File: src/hdl/fsrd_pkg.sv
// ----------------------------------------------------------------------------
// fsrd_pkg: shared definitions for the sparse radix digit converter
// Register indexes, field widths, reset values and sequencer states.
// ----------------------------------------------------------------------------
`default_nettype none

package fsrd_pkg;

  // field widths
  localparam int BASE_W    = 7;
  localparam int PLACES_W  = 6;
  localparam int DIGIT_W   = 6;
  localparam int EXP_W     = 6;
  localparam int IN_W      = 32;
  localparam int CFG_IDX_W = 1;

  // bits needed to index one bit of the base
  localparam int BASE_IDX_W = 3;

  // register reset values and legal ranges
  localparam logic [BASE_W-1:0]   BASE_RESET   = 7'd60;
  localparam logic [PLACES_W-1:0] PLACES_RESET = 6'd4;
  localparam logic [BASE_W-1:0]   BASE_MIN     = 7'd2;
  localparam logic [BASE_W-1:0]   BASE_MAX     = 7'd64;
  localparam logic [PLACES_W-1:0] PLACES_MAX   = 6'd32;

  // parameter defaults
  localparam int MAX_DIGITS_DEF = 20;
  localparam int WHOLE_BITS_DEF = 32;
  localparam int FRAC_BITS_DEF  = 32;

  // configuration register indexes
  typedef enum logic [CFG_IDX_W-1:0] {
    REG_DIGIT_BASE      = 1'b0,
    REG_FRACTION_PLACES = 1'b1
  } cfg_reg_t;

  // sequencer states
  typedef enum logic [2:0] {
    S_IDLE,
    S_DIV,
    S_IDIG,
    S_FCHK,
    S_MUL,
    S_FDIG,
    S_FIN
  } seq_state_t;

endpackage

`default_nettype wire

File: src/hdl/fixed_to_sparse_radix_digits.sv
// ----------------------------------------------------------------------------
// fixed_to_sparse_radix_digits: sparse radix digit expansion
// Splits an unsigned whole.fraction magnitude into nonzero digits of a
// configurable base, each tagged with its exponent, using one shared
// add/subtract unit under a small sequencer.
// ----------------------------------------------------------------------------
//
//  channel  | ports                                   | handshake
//  ---------+-----------------------------------------+---------------------
//  input    | in_whole_part, in_frac_part             | start & !busy
//  result   | out_digit_value, out_digit_exponent,    | out_strobe, 1 cycle
//           | out_is_empty, out_is_last               |
//  config   | cfg_index, cfg_data                     | cfg_we
//
// Each integer digit takes a restoring division through the shared unit, one
// restoring division bit per cycle, then a digit state; each fraction place
// takes a check state, seven shift-add steps over the base bits and a digit
// state. A request visits the integer places, then the fraction places, and
// stops once MAX_DIGITS are kept. busy is high from the cycle after acceptance
// until the final result has been registered. Results are held back one
// digit so that is_last is known; the receiver cannot stall. Reset is
// synchronous and needs no clearing pass.
// ----------------------------------------------------------------------------
`default_nettype none

module fixed_to_sparse_radix_digits #(
  parameter int MAX_DIGITS = fsrd_pkg::MAX_DIGITS_DEF,
  parameter int WHOLE_BITS = fsrd_pkg::WHOLE_BITS_DEF,
  parameter int FRAC_BITS  = fsrd_pkg::FRAC_BITS_DEF
) (
  input  wire logic                               clk,
  input  wire logic                               rst_n,
  // request
  input  wire logic                               start,
  output logic                                    busy,
  input  wire logic [fsrd_pkg::IN_W-1:0]          in_whole_part,
  input  wire logic [fsrd_pkg::IN_W-1:0]          in_frac_part,
  // results
  output logic                                    out_strobe,
  output logic [fsrd_pkg::DIGIT_W-1:0]            out_digit_value,
  output logic signed [fsrd_pkg::EXP_W-1:0]       out_digit_exponent,
  output logic                                    out_is_empty,
  output logic                                    out_is_last,
  // configuration
  input  wire logic                               cfg_we,
  input  wire logic [fsrd_pkg::CFG_IDX_W-1:0]     cfg_index,
  input  wire logic [fsrd_pkg::BASE_W-1:0]        cfg_data
);

  localparam int AW   = FRAC_BITS + 6;            // product of fraction and base
  localparam int CW   = $clog2(MAX_DIGITS + 1);   // kept digit count
  localparam int CNTW = $clog2(WHOLE_BITS);       // step counter
  localparam int RW   = fsrd_pkg::BASE_W;         // division remainder

  // configuration registers
  logic [fsrd_pkg::BASE_W-1:0]   cfg_base_r;
  logic [fsrd_pkg::PLACES_W-1:0] cfg_places_r;

  // sequencer and datapath registers
  fsrd_pkg::seq_state_t state_r, state_nxt;
  logic [WHOLE_BITS-1:0]            whole_r, whole_nxt;
  logic [RW-1:0]                    rem_r, rem_nxt;
  logic [FRAC_BITS-1:0]             frac_r, frac_nxt;
  logic [AW-1:0]                    acc_r, acc_nxt;
  logic [CNTW-1:0]                  cnt_r, cnt_nxt;
  logic [fsrd_pkg::BASE_W-1:0]      base_r, base_nxt;
  logic [fsrd_pkg::PLACES_W-1:0]    places_r, places_nxt;
  logic [fsrd_pkg::PLACES_W-1:0]    fidx_r, fidx_nxt;
  logic signed [fsrd_pkg::EXP_W-1:0] expo_r, expo_nxt;
  logic [CW-1:0]                    count_r, count_nxt;
  logic                             pend_r, pend_nxt;
  logic [fsrd_pkg::DIGIT_W-1:0]     pend_digit_r, pend_digit_nxt;
  logic signed [fsrd_pkg::EXP_W-1:0] pend_exp_r, pend_exp_nxt;

  // output registers
  logic                              emit;
  logic [fsrd_pkg::DIGIT_W-1:0]      emit_digit;
  logic signed [fsrd_pkg::EXP_W-1:0] emit_exp;
  logic                              emit_empty;
  logic                              emit_last;

  // input fields cut or extended to the working widths
  logic [63:0] whole_ext;
  logic [63:0] frac_ext;
  assign whole_ext = {32'd0, in_whole_part};
  assign frac_ext  = {32'd0, in_frac_part};

  // clamped configuration taken at acceptance
  logic [fsrd_pkg::BASE_W-1:0]   base_clamped;
  logic [fsrd_pkg::PLACES_W-1:0] places_clamped;
  always_comb begin
    if (cfg_base_r < fsrd_pkg::BASE_MIN) begin
      base_clamped = fsrd_pkg::BASE_MIN;
    end else if (cfg_base_r > fsrd_pkg::BASE_MAX) begin
      base_clamped = fsrd_pkg::BASE_MAX;
    end else begin
      base_clamped = cfg_base_r;
    end
    if (cfg_places_r > fsrd_pkg::PLACES_MAX) begin
      places_clamped = fsrd_pkg::PLACES_MAX;
    end else begin
      places_clamped = cfg_places_r;
    end
  end

  // shared add/subtract unit
  logic [AW-1:0] alu_a, alu_b;
  logic          alu_sub;
  logic [AW:0]   alu_res;
  assign alu_res = {1'b0, alu_a} + {1'b0, (alu_sub ? ~alu_b : alu_b)}
                 + {{AW{1'b0}}, alu_sub};

  logic [RW-1:0] rem_try;
  assign rem_try = {rem_r[RW-2:0], whole_r[WHOLE_BITS-1]};

  always_comb begin
    alu_a   = '0;
    alu_b   = '0;
    alu_sub = 1'b0;
    case (state_r)
      fsrd_pkg::S_DIV: begin
        alu_a   = AW'(rem_try);
        alu_b   = AW'(base_r);
        alu_sub = 1'b1;
      end
      fsrd_pkg::S_MUL: begin
        alu_a = {acc_r[AW-2:0], 1'b0};
        alu_b = base_r[cnt_r[fsrd_pkg::BASE_IDX_W-1:0]] ? AW'(frac_r) : '0;
      end
      default: begin
        alu_sub = 1'b0;
      end
    endcase
  end

  // digit found in this cycle, if any
  logic                         dig_valid;
  logic [fsrd_pkg::DIGIT_W-1:0] dig_value;
  logic                         count_full;
  always_comb begin
    dig_valid = 1'b0;
    dig_value = '0;
    case (state_r)
      fsrd_pkg::S_IDIG: begin
        dig_value = rem_r[fsrd_pkg::DIGIT_W-1:0];
        dig_valid = (dig_value != '0);
      end
      fsrd_pkg::S_FDIG: begin
        dig_value = acc_r[FRAC_BITS +: fsrd_pkg::DIGIT_W];
        dig_valid = (dig_value != '0);
      end
      default: begin
        dig_valid = 1'b0;
      end
    endcase
  end
  assign count_full = dig_valid && ((count_r + CW'(1)) == CW'(MAX_DIGITS));

  // sequencer
  always_comb begin
    state_nxt      = state_r;
    whole_nxt      = whole_r;
    rem_nxt        = rem_r;
    frac_nxt       = frac_r;
    acc_nxt        = acc_r;
    cnt_nxt        = cnt_r;
    base_nxt       = base_r;
    places_nxt     = places_r;
    fidx_nxt       = fidx_r;
    expo_nxt       = expo_r;
    count_nxt      = count_r;
    pend_nxt       = pend_r;
    pend_digit_nxt = pend_digit_r;
    pend_exp_nxt   = pend_exp_r;
    emit           = 1'b0;
    emit_digit     = pend_digit_r;
    emit_exp       = pend_exp_r;
    emit_empty     = 1'b0;
    emit_last      = 1'b0;

    // a new digit pushes out the one held back
    if (dig_valid) begin
      emit           = pend_r;
      pend_nxt       = 1'b1;
      pend_digit_nxt = dig_value;
      pend_exp_nxt   = expo_r;
      count_nxt      = count_r + CW'(1);
    end

    case (state_r)
      fsrd_pkg::S_IDLE: begin
        if (start) begin
          whole_nxt  = whole_ext[WHOLE_BITS-1:0];
          frac_nxt   = frac_ext[FRAC_BITS-1:0];
          base_nxt   = base_clamped;
          places_nxt = places_clamped;
          expo_nxt   = '0;
          count_nxt  = '0;
          pend_nxt   = 1'b0;
          fidx_nxt   = '0;
          rem_nxt    = '0;
          cnt_nxt    = CNTW'(WHOLE_BITS - 1);
          if (whole_ext[WHOLE_BITS-1:0] != '0) begin
            state_nxt = fsrd_pkg::S_DIV;
          end else begin
            expo_nxt  = -fsrd_pkg::EXP_W'(1);
            state_nxt = fsrd_pkg::S_FCHK;
          end
        end
      end
      // one restoring division bit per cycle
      fsrd_pkg::S_DIV: begin
        if (alu_res[AW]) begin
          rem_nxt   = alu_res[RW-1:0];
          whole_nxt = {whole_r[WHOLE_BITS-2:0], 1'b1};
        end else begin
          rem_nxt   = rem_try;
          whole_nxt = {whole_r[WHOLE_BITS-2:0], 1'b0};
        end
        if (cnt_r == '0) begin
          state_nxt = fsrd_pkg::S_IDIG;
        end else begin
          cnt_nxt = cnt_r - CNTW'(1);
        end
      end
      // integer digit in the remainder, quotient in whole_r
      fsrd_pkg::S_IDIG: begin
        rem_nxt = '0;
        cnt_nxt = CNTW'(WHOLE_BITS - 1);
        if (count_full) begin
          state_nxt = fsrd_pkg::S_FIN;
        end else if (whole_r != '0) begin
          expo_nxt  = expo_r + fsrd_pkg::EXP_W'(1);
          state_nxt = fsrd_pkg::S_DIV;
        end else begin
          expo_nxt  = -fsrd_pkg::EXP_W'(1);
          state_nxt = fsrd_pkg::S_FCHK;
        end
      end
      // next fraction place, or done
      fsrd_pkg::S_FCHK: begin
        if ((fidx_r == places_r) || (frac_r == '0)) begin
          state_nxt = fsrd_pkg::S_FIN;
        end else begin
          acc_nxt   = '0;
          cnt_nxt   = CNTW'(fsrd_pkg::BASE_W - 1);
          state_nxt = fsrd_pkg::S_MUL;
        end
      end
      // shift-add over the base bits, top bit first
      fsrd_pkg::S_MUL: begin
        acc_nxt = alu_res[AW-1:0];
        if (cnt_r == '0) begin
          state_nxt = fsrd_pkg::S_FDIG;
        end else begin
          cnt_nxt = cnt_r - CNTW'(1);
        end
      end
      // fraction digit above the binary point of the product
      fsrd_pkg::S_FDIG: begin
        frac_nxt = acc_r[FRAC_BITS-1:0];
        expo_nxt = expo_r - fsrd_pkg::EXP_W'(1);
        fidx_nxt = fidx_r + fsrd_pkg::PLACES_W'(1);
        if (count_full) begin
          state_nxt = fsrd_pkg::S_FIN;
        end else begin
          state_nxt = fsrd_pkg::S_FCHK;
        end
      end
      // flush the held digit as the last one, or report empty
      fsrd_pkg::S_FIN: begin
        emit      = 1'b1;
        emit_last = 1'b1;
        if (!pend_r) begin
          emit_digit = '0;
          emit_exp   = '0;
          emit_empty = 1'b1;
        end
        pend_nxt  = 1'b0;
        state_nxt = fsrd_pkg::S_IDLE;
      end
      default: begin
        state_nxt = fsrd_pkg::S_IDLE;
      end
    endcase
  end

  // control registers
  always_ff @(posedge clk) begin
    if (!rst_n) begin
      state_r      <= fsrd_pkg::S_IDLE;
      cfg_base_r   <= fsrd_pkg::BASE_RESET;
      cfg_places_r <= fsrd_pkg::PLACES_RESET;
      pend_r       <= 1'b0;
      count_r      <= '0;
      out_strobe   <= 1'b0;
    end else begin
      state_r    <= state_nxt;
      pend_r     <= pend_nxt;
      count_r    <= count_nxt;
      out_strobe <= emit;
      if (cfg_we) begin
        case (fsrd_pkg::cfg_reg_t'(cfg_index))
          fsrd_pkg::REG_DIGIT_BASE:      cfg_base_r   <= cfg_data;
          fsrd_pkg::REG_FRACTION_PLACES: cfg_places_r <= cfg_data[fsrd_pkg::PLACES_W-1:0];
          default: begin
            cfg_base_r <= cfg_base_r;
          end
        endcase
      end
    end
  end

  // datapath and result registers
  always_ff @(posedge clk) begin
    whole_r      <= whole_nxt;
    rem_r        <= rem_nxt;
    frac_r       <= frac_nxt;
    acc_r        <= acc_nxt;
    cnt_r        <= cnt_nxt;
    base_r       <= base_nxt;
    places_r     <= places_nxt;
    fidx_r       <= fidx_nxt;
    expo_r       <= expo_nxt;
    pend_digit_r <= pend_digit_nxt;
    pend_exp_r   <= pend_exp_nxt;
    if (emit) begin
      out_digit_value    <= emit_digit;
      out_digit_exponent <= emit_exp;
      out_is_empty       <= emit_empty;
      out_is_last        <= emit_last;
    end
  end

  assign busy = (state_r != fsrd_pkg::S_IDLE);

  // checks
  a_accept_busy: assert property (@(posedge clk) disable iff (!rst_n)
    start && !busy |=> busy)
    else $error("request accepted but sequencer stayed idle");

  a_empty_form: assert property (@(posedge clk) disable iff (!rst_n)
    out_strobe && out_is_empty |-> (out_digit_value == '0) && out_is_last)
    else $error("empty result without zero digit or last mark");

  a_digit_nonzero: assert property (@(posedge clk) disable iff (!rst_n)
    out_strobe && !out_is_empty |-> out_digit_value != '0)
    else $error("zero digit emitted");

  a_count_bound: assert property (@(posedge clk) disable iff (!rst_n)
    count_r <= CW'(MAX_DIGITS))
    else $error("kept digit count beyond limit");

  a_last_idle: assert property (@(posedge clk) disable iff (!rst_n)
    out_strobe && out_is_last |-> !busy || $past(state_r) == fsrd_pkg::S_FIN)
    else $error("last result while still converting");

endmodule

`default_nettype wire

File: config.mk
export PLATFORM = sky130hd
export DESIGN_NAME = fixed_to_sparse_radix_digits
export DESIGN_NICKNAME = d
export VERILOG_FILES = /design/src/hdl/fsrd_pkg.sv /design/src/hdl/fixed_to_sparse_radix_digits.sv
export SDC_FILE = /design/constraint.sdc
export NUM_CORES = 1
export LEC_CHECK = 0
export BUFFER_PORTS_ARGS = -buffer_cell sky130_fd_sc_hd__buf_4
export CORE_MARGIN = 2
export CORE_UTILIZATION = 44
export CTS_BUF_LIST = sky130_fd_sc_hd__clkbuf_16
export CTS_CLUSTER_SIZE = 12
export DETAILED_ROUTE_END_ITERATION = 10
export PLACE_DENSITY = 0.63
export SETUP_SLACK_MARGIN = 0.1
export SLEW_MARGIN = 20
export SYNTH_ARGS = -nofsm -noshare
export SYNTH_HDL_FRONTEND = slang
export SYNTH_SLANG_ARGS = --single-unit
File: constraint.sdc
create_clock -name clk -period 4.9 [get_ports clk]
set_clock_uncertainty 0.1 [all_clocks]
set_input_delay 0.735 -clock clk [delete_from_list [all_inputs] [get_ports clk]]
set_output_delay 0.735 -clock clk [all_outputs]
set_load 0.05 [all_outputs]
==> impl_metrics.env <==
export IMPL_finish_utilization_pct=51.9
export IMPL_fmaxAchievable_ghz=0.219
export IMPL_place_hpwl_um=19000
export IMPL_dpl_worst_slack_ns=0.153
export IMPL_cp_arrival_ns=4.64
export IMPL_buffer_ports_inserted=91
export IMPL_synth_edff_count=164
export IMPL_synth_instances=1192
export IMPL_routed_wire_length_per_instance_um=16.8
export IMPL_crit_buf_inv=1
export IMPL_die_area_um2=26200
export IMPL_timing_final_hold_violations=0
export IMPL_path_clk_slew_ns=0.08
export IMPL_layout_worst_path_cycle_share_pct=93.1
export IMPL_pin_count_of_the_biggest_net_entering_global_routing=47
export IMPL_finalSetupViolations=0
export IMPL_routabilityCongestion=0.881
export IMPL_synth_seq_area_share_pct=49.1
export IMPL_ys_seq_elements=187
export IMPL_total_standard_cell_area_after_synthesis_um2=11000
export IMPL_status="finished, final reports clean"
export IMPL_first_global_vias=8507
export IMPL_mappedNetlistNets=1313
export IMPL_diodes=0
export IMPL_timing_reg2reg_worst_path_depth=15
export IMPL_grt_pass1_wl_um=43600
export IMPL_grt_remaining_overflow=0
export IMPL_main_flop_type_after_synthesis="edfxtp_1"
export IMPL_vias_per_cell=5.58
export IMPL_overall_power_after_layout_mw=3.98
export IMPL_ys_warnings_count=0
export IMPL_regToRegStartpoint="cnt_r[0]"
export IMPL_cts_hold_buf=0
export IMPL_clk_path_buf_depth=2
export IMPL_endpoint="rem_r[2]"
export IMPL_max_stage_delay_ns=0.53
export IMPL_chipHeight_um=162
export IMPL_track_usage_pct=20.7
export IMPL_layout_drive_gt1_share_pct=14.0
export IMPL_drt_pre_antenna_iters=5
export IMPL_max_slew_worst_pin_slew_ns=1.03
export IMPL_core_region_area_um2=24400
export IMPL_async_reset_ff_share_pct=0
export IMPL_die_w_um=162
export IMPL_htree_num_levels=4
export IMPL_layout_setup_ws_ns=0.340
export IMPL_setup_repair_after_global_routing_missed_its_margin="false"
export IMPL_worstPathRequired_ns=4.98
export IMPL_clk_insertion_delay_late_ns=0.44
export IMPL_cp_startpoint="cnt_r[0]"
export IMPL_worstSetupPathDepth=15
export IMPL_ff2ff_setup_slack_ns=0.34
export IMPL_wl_um=26900
export IMPL_timing_max_cap_violations=0
export IMPL_critical_path_cell_chain="mux4_2 -> o21ai_1 -> nor2_4 -> buf_4 -> nand2_1 -> nand2_1 -> ha_1 -> a2111oi_2 -> o2111ai_1 -> and3_1 -> a221o_1 -> a31oi_2 -> o21ai_1 -> a221o_2 -> mux2_2"
export IMPL_clock_tree_from_tritoncts="yes"
export IMPL_setup_tns_final_ns=0
export IMPL_antenna_found_initial=0
export IMPL_finalCriticalPeriod_ns=4.56
export IMPL_max_slew_margin_pct=31.1
export IMPL_cts_sinks=187
export IMPL_cp_top_family="compound AO/OA/AOI/OAI gates"
export IMPL_design_portCount=92
export IMPL_slowest_stage="mux4_2"
export IMPL_avgSynthCellArea_um2=9.20
export IMPL_initial_cell_density_of_the_core_pct=45.0
export IMPL_num_vias=8948
export IMPL_finalNetCount=1388
export IMPL_r2r_end="rem_r[2]"
export IMPL_clockRootBuffer="clkbuf_16"
export IMPL_ant_nets=0
export IMPL_std_cell_rows=57
export IMPL_critical_path_endpoint_type="flip-flop"
export IMPL_p_leak_nw=5.35
export IMPL_power_density_nw_per_um2=314
export IMPL_route_detailed_drc=0
export IMPL_numCtsBuffers=17
export IMPL_netlist_cell_type_count=65
export IMPL_syn_to_final_growth_pct=15.4
export IMPL_power_ir_vdd_worst_v=0.000192
export IMPL_path_max_fanout=19
export IMPL_setup_worst_path_start_class="flip-flop"
export IMPL_drtIter0Drc=564
export IMPL_timing_worst_setup_path_type="reg -> reg"
export IMPL_timing_final_max_slew_violations=0
export IMPL_hold_path_class="reg -> reg"
==> cell type report <==
class | instances | area [µm²]
clock buffer | 17 | 425
clock inverter | 15 | 164
fill | 2299 | 11700
inverter | 22 | 85.1
multi-input combinational | 924 | 5330
sequential | 187 | 5390
tap | 324 | 405
timing repair buffer | 115 | 863
==> metal layers <==
metal  share of wire [%]  up-vias  GRT usage (%)
met4                 2.1        0           6.52
met5                   0        -              0
met3                 4.7       41           2.68
met1                  47     4227           29.2
met2                  46      256           33.3
li1                    -     4424              -
==> tightest hold or removal path, stage by stage, from the launching register on <==
cell and delay [ns]:
dfxtp_1 0.31, nand2_1 0.04, a21boi_0 0.06
==> what timing repair did <==
item,4_1_cts,5_1_grt
resized for setup,0,4
endpoints found under the setup margin,0,8
buffers inserted,0,3
==> sequential cells by signal (all words and copies together), names as in the netlist <==
name,count
acc_r,38
base_r,7
cfg_base_r,7
cfg_places_r,6
cnt_r,5
count_r,5
expo_r,6
fidx_r,6
frac_r,32
out_digit_exponent,6
out_digit_value,6
out_is_empty,1
out_is_last,1
out_strobe,1
pend_digit_r,6
pend_exp_r,6
pend_r,1
places_r,6
rem_r,6
state_r,3
whole_r,32
==> stage by stage <==
stage                     cell area, µm²  cells  hold slack, ns
after global routing               12700   1604           0.383
after detailed placement           12000   1569           0.353
after CTS                          12600   1601           0.364
final                              12700   1604           0.361
after global placement             12000   1569           0.346
after floorplan                    11000   1192           0.324
==> Yosys cell counts (5+ instances only) <==
cell type / number / area share, %
buf_1: 5 / 0.17
xnor2_1: 21 / 1.7
or2_2: 5 / 0.29
nand4_1: 20 / 1.1
edfxtp_1: 164 / 45
or4_1: 5 / 0.34
o211ai_1: 9 / 0.62
clkbuf_1: 51 / 1.7
dfxtp_1: 23 / 4.2
nand2_1: 317 / 11
nand2b_1: 11 / 0.63
nor2_1: 77 / 2.6
a21o_1: 28 / 1.9
ha_1: 44 / 5.0
a211oi_1: 5 / 0.34
nand3_1: 36 / 1.6
and2_1: 12 / 0.68
a21oi_1: 51 / 2.3
a31oi_1: 7 / 0.40
inv_1: 19 / 0.65
o21ai_0: 46 / 2.1
mux2i_1: 7 / 0.64
o21a_1: 11 / 0.75
a21boi_0: 11 / 0.75
and3_1: 38 / 2.2
a22o_1: 7 / 0.56
nor3_1: 27 / 1.2
nor2b_1: 26 / 1.5
nor4_1: 28 / 1.6
xor2_1: 22 / 1.8
==> worst min path at each step <==
stage	startpoint	end	cells after the start	slack (ns)
final	cfg_places_r[4]	cfg_places_r[4]	2	0.36
after detailed placement	cfg_places_r[4]	cfg_places_r[4]	2	0.35
after global routing	cfg_places_r[4]	cfg_places_r[4]	2	0.38
after global placement	cfg_places_r[4]	cfg_places_r[4]	2	0.35
after floorplan	expo_r[2]	pend_exp_r[2]	0	0.32
after CTS	cfg_places_r[4]	cfg_places_r[4]	2	0.36
==> cell usage in the layout (no fill, tap or decap), types with 9 or more instances in the layout <==
| master | netlist | layout |
|---|---|---|
| nand2_1 | 317 | 316 |
| o21ai_0 | 46 | 45 |
| nand4_1 | 20 | 20 |
| clkbuf_16 | 0 | 17 |
| xor2_1 | 22 | 22 |
| dfxtp_1 | 23 | 23 |
| a21boi_0 | 11 | 11 |
| nor2_1 | 77 | 75 |
| a21o_1 | 28 | 28 |
| nand3_1 | 36 | 36 |
| nor3_1 | 27 | 24 |
| xnor2_1 | 21 | 21 |
| nor2b_1 | 26 | 26 |
| and2_1 | 12 | 12 |
| buf_4 | 0 | 115 |
| and3_1 | 38 | 38 |
| o21a_1 | 11 | 11 |
| o211ai_1 | 9 | 9 |
| ha_1 | 44 | 44 |
| nand2b_1 | 11 | 11 |
| edfxtp_1 | 164 | 164 |
| nor4_1 | 28 | 28 |
| inv_1 | 19 | 19 |
| a21oi_1 | 51 | 51 |
==> where the power goes <==
group | switching [mW] | internal (mW)
Sequential | 0.0938 | 1.89
Clock | 0.698 | 0.690
Combinational | 0.375 | 0.226
==> kinds of logic after synthesis <==
kind of cell	after synthesis	share of synthesized area, %
flops	187	49.1
mux	12	1.25
simple gates	615	25.6
buf+inv	81	2.83
xor+xnor	43	3.43
compound gates	209	12.6
fa+ha+maj	45	5.20
(Power assumes the default switching activity.)
